**config.mk**
```make
export PLATFORM = sky130hd
export DESIGN_NAME = glcd_scan
export DESIGN_NICKNAME = d
export VERILOG_FILES = /design/src/hw/rtl/glcd_pkg.sv /design/src/hw/rtl/glcd_scan.sv
export SDC_FILE = /design/constraint.sdc
export NUM_CORES = 1
export LEC_CHECK = 0
export ABC_AREA = 1
export BUFFER_PORTS_ARGS = -buffer_cell sky130_fd_sc_hd__buf_2
export CORE_ASPECT_RATIO = 0.8
export CORE_MARGIN = 2
export CORE_UTILIZATION = 45
export DETAILED_ROUTE_END_ITERATION = 8
export GPL_TIMING_DRIVEN = 0
export PLACE_DENSITY_LB_ADDON = 0.1
export SYNTH_ARGS = -nofsm -noshare
export SYNTH_HDL_FRONTEND = slang
export SYNTH_SLANG_ARGS = --single-unit
```
**constraint.sdc**
```tcl
create_clock -name aclk -period 1.9 [get_ports aclk]
set_input_delay 0.19 -clock aclk [delete_from_list [all_inputs] [get_ports aclk]]
set_output_delay 0.19 -clock aclk [all_outputs]
set_load 0.005 [all_outputs]
```
**src/hw/rtl/glcd_pkg.sv**
```systemverilog
`timescale 1ns / 1ps
// Shared types and constants for the graphic LCD framebuffer refresh scanner.
// No dependencies; imported by the scan sequencer and the top level.
package glcd_pkg;

    // Request kinds carried on the input tuser
    typedef enum logic [1:0] {
        REQ_TICK  = 2'd0,
        REQ_PIXEL = 2'd1,
        REQ_CLEAR = 2'd2,
        REQ_NONE  = 2'd3
    } req_type_t;

    // Chip select codes
    localparam logic [1:0] SEL_FIRST  = 2'd0;
    localparam logic [1:0] SEL_SECOND = 2'd1;
    localparam logic [1:0] SEL_BOTH   = 2'd2;

    // Panel command codes
    localparam logic [7:0] CMD_PAGE = 8'hB8;
    localparam logic [7:0] CMD_ADDR = 8'h40;

    localparam int ROWS_PER_PAGE = 8;
    localparam int ROW_BIT_W     = 3;

    // Per-tick result as worked out by the scan sequencer
    typedef struct packed {
        logic       is_data;    // byte comes from the framebuffer
        logic [7:0] cmd_byte;   // command byte for the set-page / set-address phases
        logic       data_mode;
        logic [1:0] chip_sel;
        logic       backlight;
    } scan_info_t;

endpackage

```
**src/hw/rtl/glcd_scan.sv**
```systemverilog
`timescale 1ns / 1ps
// Scan sequencer: phase, page and chip counters, DI and chip-select state, backlight PWM.
// Depends on glcd_pkg.
module glcd_scan import glcd_pkg::*; #(
    parameter int COLS_PER_CHIP = 64,
    parameter int NUM_CHIPS     = 2,
    parameter int NUM_PAGES     = 8,
    parameter int PWM_MAX       = 32,
    parameter int PWM_MIN       = 0,
    parameter int AW            = 10
) (
    input  logic          aclk,
    input  logic          aresetn,
    input  logic          tick,
    input  logic [4:0]    brightness,
    output scan_info_t    info,
    output logic [AW-1:0] rd_addr
);

    localparam int PHW  = $clog2(COLS_PER_CHIP + 2);
    localparam int PGW  = (NUM_PAGES > 1) ? $clog2(NUM_PAGES) : 1;
    localparam int CHW  = (NUM_CHIPS > 1) ? $clog2(NUM_CHIPS) : 1;
    localparam int PCW  = $clog2(PWM_MAX);
    localparam int CMPW = (PCW > 5) ? PCW : 5;
    localparam logic [PHW-1:0] PHASE_PAGE = PHW'(COLS_PER_CHIP);
    localparam logic [PHW-1:0] PHASE_ADDR = PHW'(COLS_PER_CHIP + 1);

    logic [PHW-1:0] phase_reg, phase_next;
    logic [PGW-1:0] page_reg, page_next;
    logic [CHW-1:0] chip_reg, chip_next;
    logic [1:0]     cs_reg, cs_next;
    logic           dm_reg, dm_next, dm_tick;
    logic [PCW-1:0] pwm_reg, pwm_next;
    logic           bl_reg, bl_next;
    logic [PGW:0]   page_inc;
    logic [PCW:0]   pwm_inc;
    logic           at_page, at_addr;

    always_comb begin
        at_page    = (phase_reg == PHASE_PAGE);
        at_addr    = (phase_reg == PHASE_ADDR);
        page_inc   = {1'b0, page_reg} + (PGW + 1)'(1);
        page_next  = page_reg;
        chip_next  = chip_reg;
        cs_next    = cs_reg;
        dm_tick    = dm_reg;
        if (at_page) begin
            dm_tick = 1'b0;
            if (page_inc >= (PGW + 1)'(NUM_PAGES)) begin
                page_next = '0;
                chip_next = (chip_reg == CHW'(NUM_CHIPS - 1)) ? '0 : chip_reg + CHW'(1);
                cs_next   = (chip_next == CHW'(1)) ? SEL_SECOND : SEL_FIRST;
            end else begin
                page_next = page_inc[PGW-1:0];
            end
        end
        phase_next = at_addr ? '0 : phase_reg + PHW'(1);
        dm_next    = at_addr ? 1'b1 : dm_tick;

        // PWM wraps to its minimum; off at the compare value, on at zero
        pwm_inc  = {1'b0, pwm_reg} + (PCW + 1)'(1);
        pwm_next = (pwm_inc >= (PCW + 1)'(PWM_MAX)) ? PCW'(PWM_MIN) : pwm_inc[PCW-1:0];
        if (CMPW'(pwm_next) == CMPW'(brightness)) begin
            bl_next = 1'b0;
        end else if (pwm_next == '0) begin
            bl_next = 1'b1;
        end else begin
            bl_next = bl_reg;
        end

        info.is_data   = !(at_page || at_addr);
        info.cmd_byte  = at_page ? (CMD_PAGE + 8'(page_next)) : CMD_ADDR;
        info.data_mode = dm_tick;
        info.chip_sel  = cs_next;
        info.backlight = bl_next;

        // Column-major store: column * pages + page
        rd_addr = (AW'(phase_reg) + AW'(COLS_PER_CHIP) * AW'(chip_reg)) * AW'(NUM_PAGES)
                  + AW'(page_reg);
    end

    always_ff @(posedge aclk) begin
        if (!aresetn) begin
            phase_reg <= '0;
            page_reg  <= '0;
            chip_reg  <= '0;
            cs_reg    <= SEL_BOTH;
            dm_reg    <= 1'b1;
            pwm_reg   <= '0;
            bl_reg    <= 1'b0;
        end else if (tick) begin
            phase_reg <= phase_next;
            page_reg  <= page_next;
            chip_reg  <= chip_next;
            cs_reg    <= cs_next;
            dm_reg    <= dm_next;
            pwm_reg   <= pwm_next;
            bl_reg    <= bl_next;
        end
    end

endmodule
```
==> results.sh <==
export IMPL_status="complete, no violations"
export IMPL_path_clk_slew_ns=0.12
export IMPL_synth_distinct_cells=31
export IMPL_fin_area_mm2=0.00164
export IMPL_grt_ovfl_total=0
export IMPL_antenna_cells=0
export IMPL_cp_end_kind="output port"
export IMPL_cts_tree="yes"
export IMPL_routed_wl_um=2740
export IMPL_antenna_found_initial=0
export IMPL_grt_pass1_vias=1117
export IMPL_htreeDepth=1
export IMPL_cp_start_kind="flop"
export IMPL_drive_gt1_frac=0.403
export IMPL_worstSetupPathType="reg2out"
export IMPL_row_count=17
export IMPL_clock_path_buffers=2
export IMPL_initial_core_util=0.466
export IMPL_ys_top_cells_by_area="dfxtp_1 (32%), nand2_1 (9.5%), inv_1 (8.0%), buf_4 (7.1%), ha_1 (6.0%)"
export IMPL_p_leak_nw=0.804
export IMPL_ant_nets=0
export IMPL_clock_fmax_mhz=534
export IMPL_ys_ff_latch=20
export IMPL_die_h_um=51.3
export IMPL_yosysTopAreaCellShare=0.318
export IMPL_die_w_um=63.2
export IMPL_cts_inserted_buffers=3
export IMPL_grt_first_pass_wirelength_um=4730
export IMPL_yosys_warnings=0
export IMPL_drc=0
export IMPL_synth_top_cell_by_area="dfxtp_1"
export IMPL_post_drt_wl_per_cell_um=10.8
export IMPL_power_density_mw_per_mm2=544
export IMPL_min_path_type="in2reg"
export IMPL_timing_final_crit_share=0.986
export IMPL_dr_pass1_iters=4
export IMPL_finalSetupViolations=0
export IMPL_nNetsFinal=231
export IMPL_rsz0062_at_grt="yes"
export IMPL_drtIter0Drc=48
export IMPL_grt_max_degree=13
export IMPL_required_ns=1.71
export IMPL_cts_root_buf="clkbuf_4"
export IMPL_gp_congestion=0.895
export IMPL_fin_hold_ws_ns=0.215
export IMPL_portBuffers=29
export IMPL_slew_viol_final=0
export IMPL_finalPower_mw=0.890
export IMPL_core_mm2=0.00270
export IMPL_layout_common_cells="buf_2 (29), nand2_1 (25), inv_1 (23)"
export IMPL_num_vias=1210
export IMPL_fin_worst_skew_ns=0.00416
export IMPL_syn_instance_count=177
export IMPL_mostFrequentLayoutCell="buf_2"
export IMPL_tightestPinTransition_ns=0.415
export IMPL_cts_sinks=20
export IMPL_timing_slew_headroom=0.723
export IMPL_arrival_ns=1.68
export IMPL_syn_area_per_cell_um2=7.12
export IMPL_synth_area_mm2=0.00126
export IMPL_synthToLayoutAreaGrowth_pct=29.8
export IMPL_die_area_mm2=0.00324
export IMPL_synth_nets=191
export IMPL_place_area_mm2=0.00145
export IMPL_timing_final_hold_violations=0
export IMPL_ir_drop_mv=0.385
export IMPL_dp_hpwl_um=2080
export IMPL_critPathMaxFanout=3
export IMPL_largest_register_ffs=7
export IMPL_post_drt_via_cell_ratio=4.76
export IMPL_grt_use_total=0.186
export IMPL_ioPinCount=31
export IMPL_period_needed_ns=1.87
export IMPL_ys_seq_area_frac=0.318
export IMPL_cap_violations=0
export IMPL_finalSetupTns_ns=0
export IMPL_clk_latency_ns=0.30
-- critical path: stages, from the launching register on --
cell,delay [ns]
dfxtp_4,0.39
ha_4,0.14
nand2_2,0.06
o21bai_1,0.19
nand2_1,0.11
buf_6,0.13
nand3_1,0.08
nand2_1,0.07
nand2_2,0.08
inv_2,0.04
buf_6,0.10
-- routing by layer --
metal,vias up,GRT usage,part of all wire
met5,-,0,0
met4,0,0.0444,0.0044
met3,2,0.0419,0.048
met2,25,0.326,0.49
met1,552,0.233,0.46
li1,631,-,-
-- synthesized netlist by cell type (all sizes together) --
cell type / number
and2: 1
xor2: 3
clkbuf: 2
xnor2: 1
o21ai: 15
clkinv: 2
buf: 13
nor3: 4
nor3b: 1
nand3: 12
inv: 30
a31oi: 1
nand2: 33
nor2: 14
a211oi: 2
dfxtp: 20
a21oi: 14
nand3b: 1
o21bai: 2
ha: 6
-- power breakdown --
| group | switching (mW) | leakage [nW] | internal [mW] |
|---|---|---|---|
| registers | 0.0185 | 0.166 | 0.436 |
| logic | 0.0981 | 0.618 | 0.0842 |
| clock network | 0.136 | 0.0210 | 0.117 |
-- per-stage QoR --
stage,cells,util,worst slack (ns)
after detailed placement,244,0.538,0.161
after floorplan,177,-,0.414
after global routing,254,0.605,-0.0684
after global placement,244,0.538,0.171
after CTS,249,0.569,0.00776
final,254,0.605,0.0257
-- what timing repair did --
| item | 4_1_cts | 5_1_grt |
|---|---|---|
| hold buffers | 0 | 0 |
| pin swaps | 5 | 10 |
| cloned | 0 | 0 |
| endpoints found under the setup margin | 1 | 3 |
| setup buffers | 2 | 5 |
| resized for setup | 10 | 23 |
-- final cells by class --
class,count,area [µm²]
Sequential cell,20,412
Clock buffer,4,36.3
Buffer,14,95.1
Inverter,32,128
Multi-Input combinational cell,110,709
Tap cell,38,47.5
Fill cell,272,1070
Timing Repair Buffer,36,208
-- cells by family after synthesis --
logic type | after synthesis | synth area share
AO/OA/AOI/OAI | 34 | 0.154
flip-flops | 20 | 0.318
buffers and inverters | 47 | 0.181
AND/OR/NAND/NOR | 66 | 0.260
XOR/XNOR | 4 | 0.0278
adder cells (fa/ha/maj) | 6 | 0.0596
-- worst paths after layout --
check                             startpoint           end  depth (start not counted)  slack, ns
worst max register to register  phase_reg[6]  phase_reg[5]                          8       0.43
worst min-delay path                 aresetn  phase_reg[0]                          3       0.22
worst min register to register     cs_reg[0]     cs_reg[0]                          2       0.48
worst max-delay path              pwm_reg[1]       info[0]                         10       0.03
No activity file was read; power rests on OpenSTA's default activity.
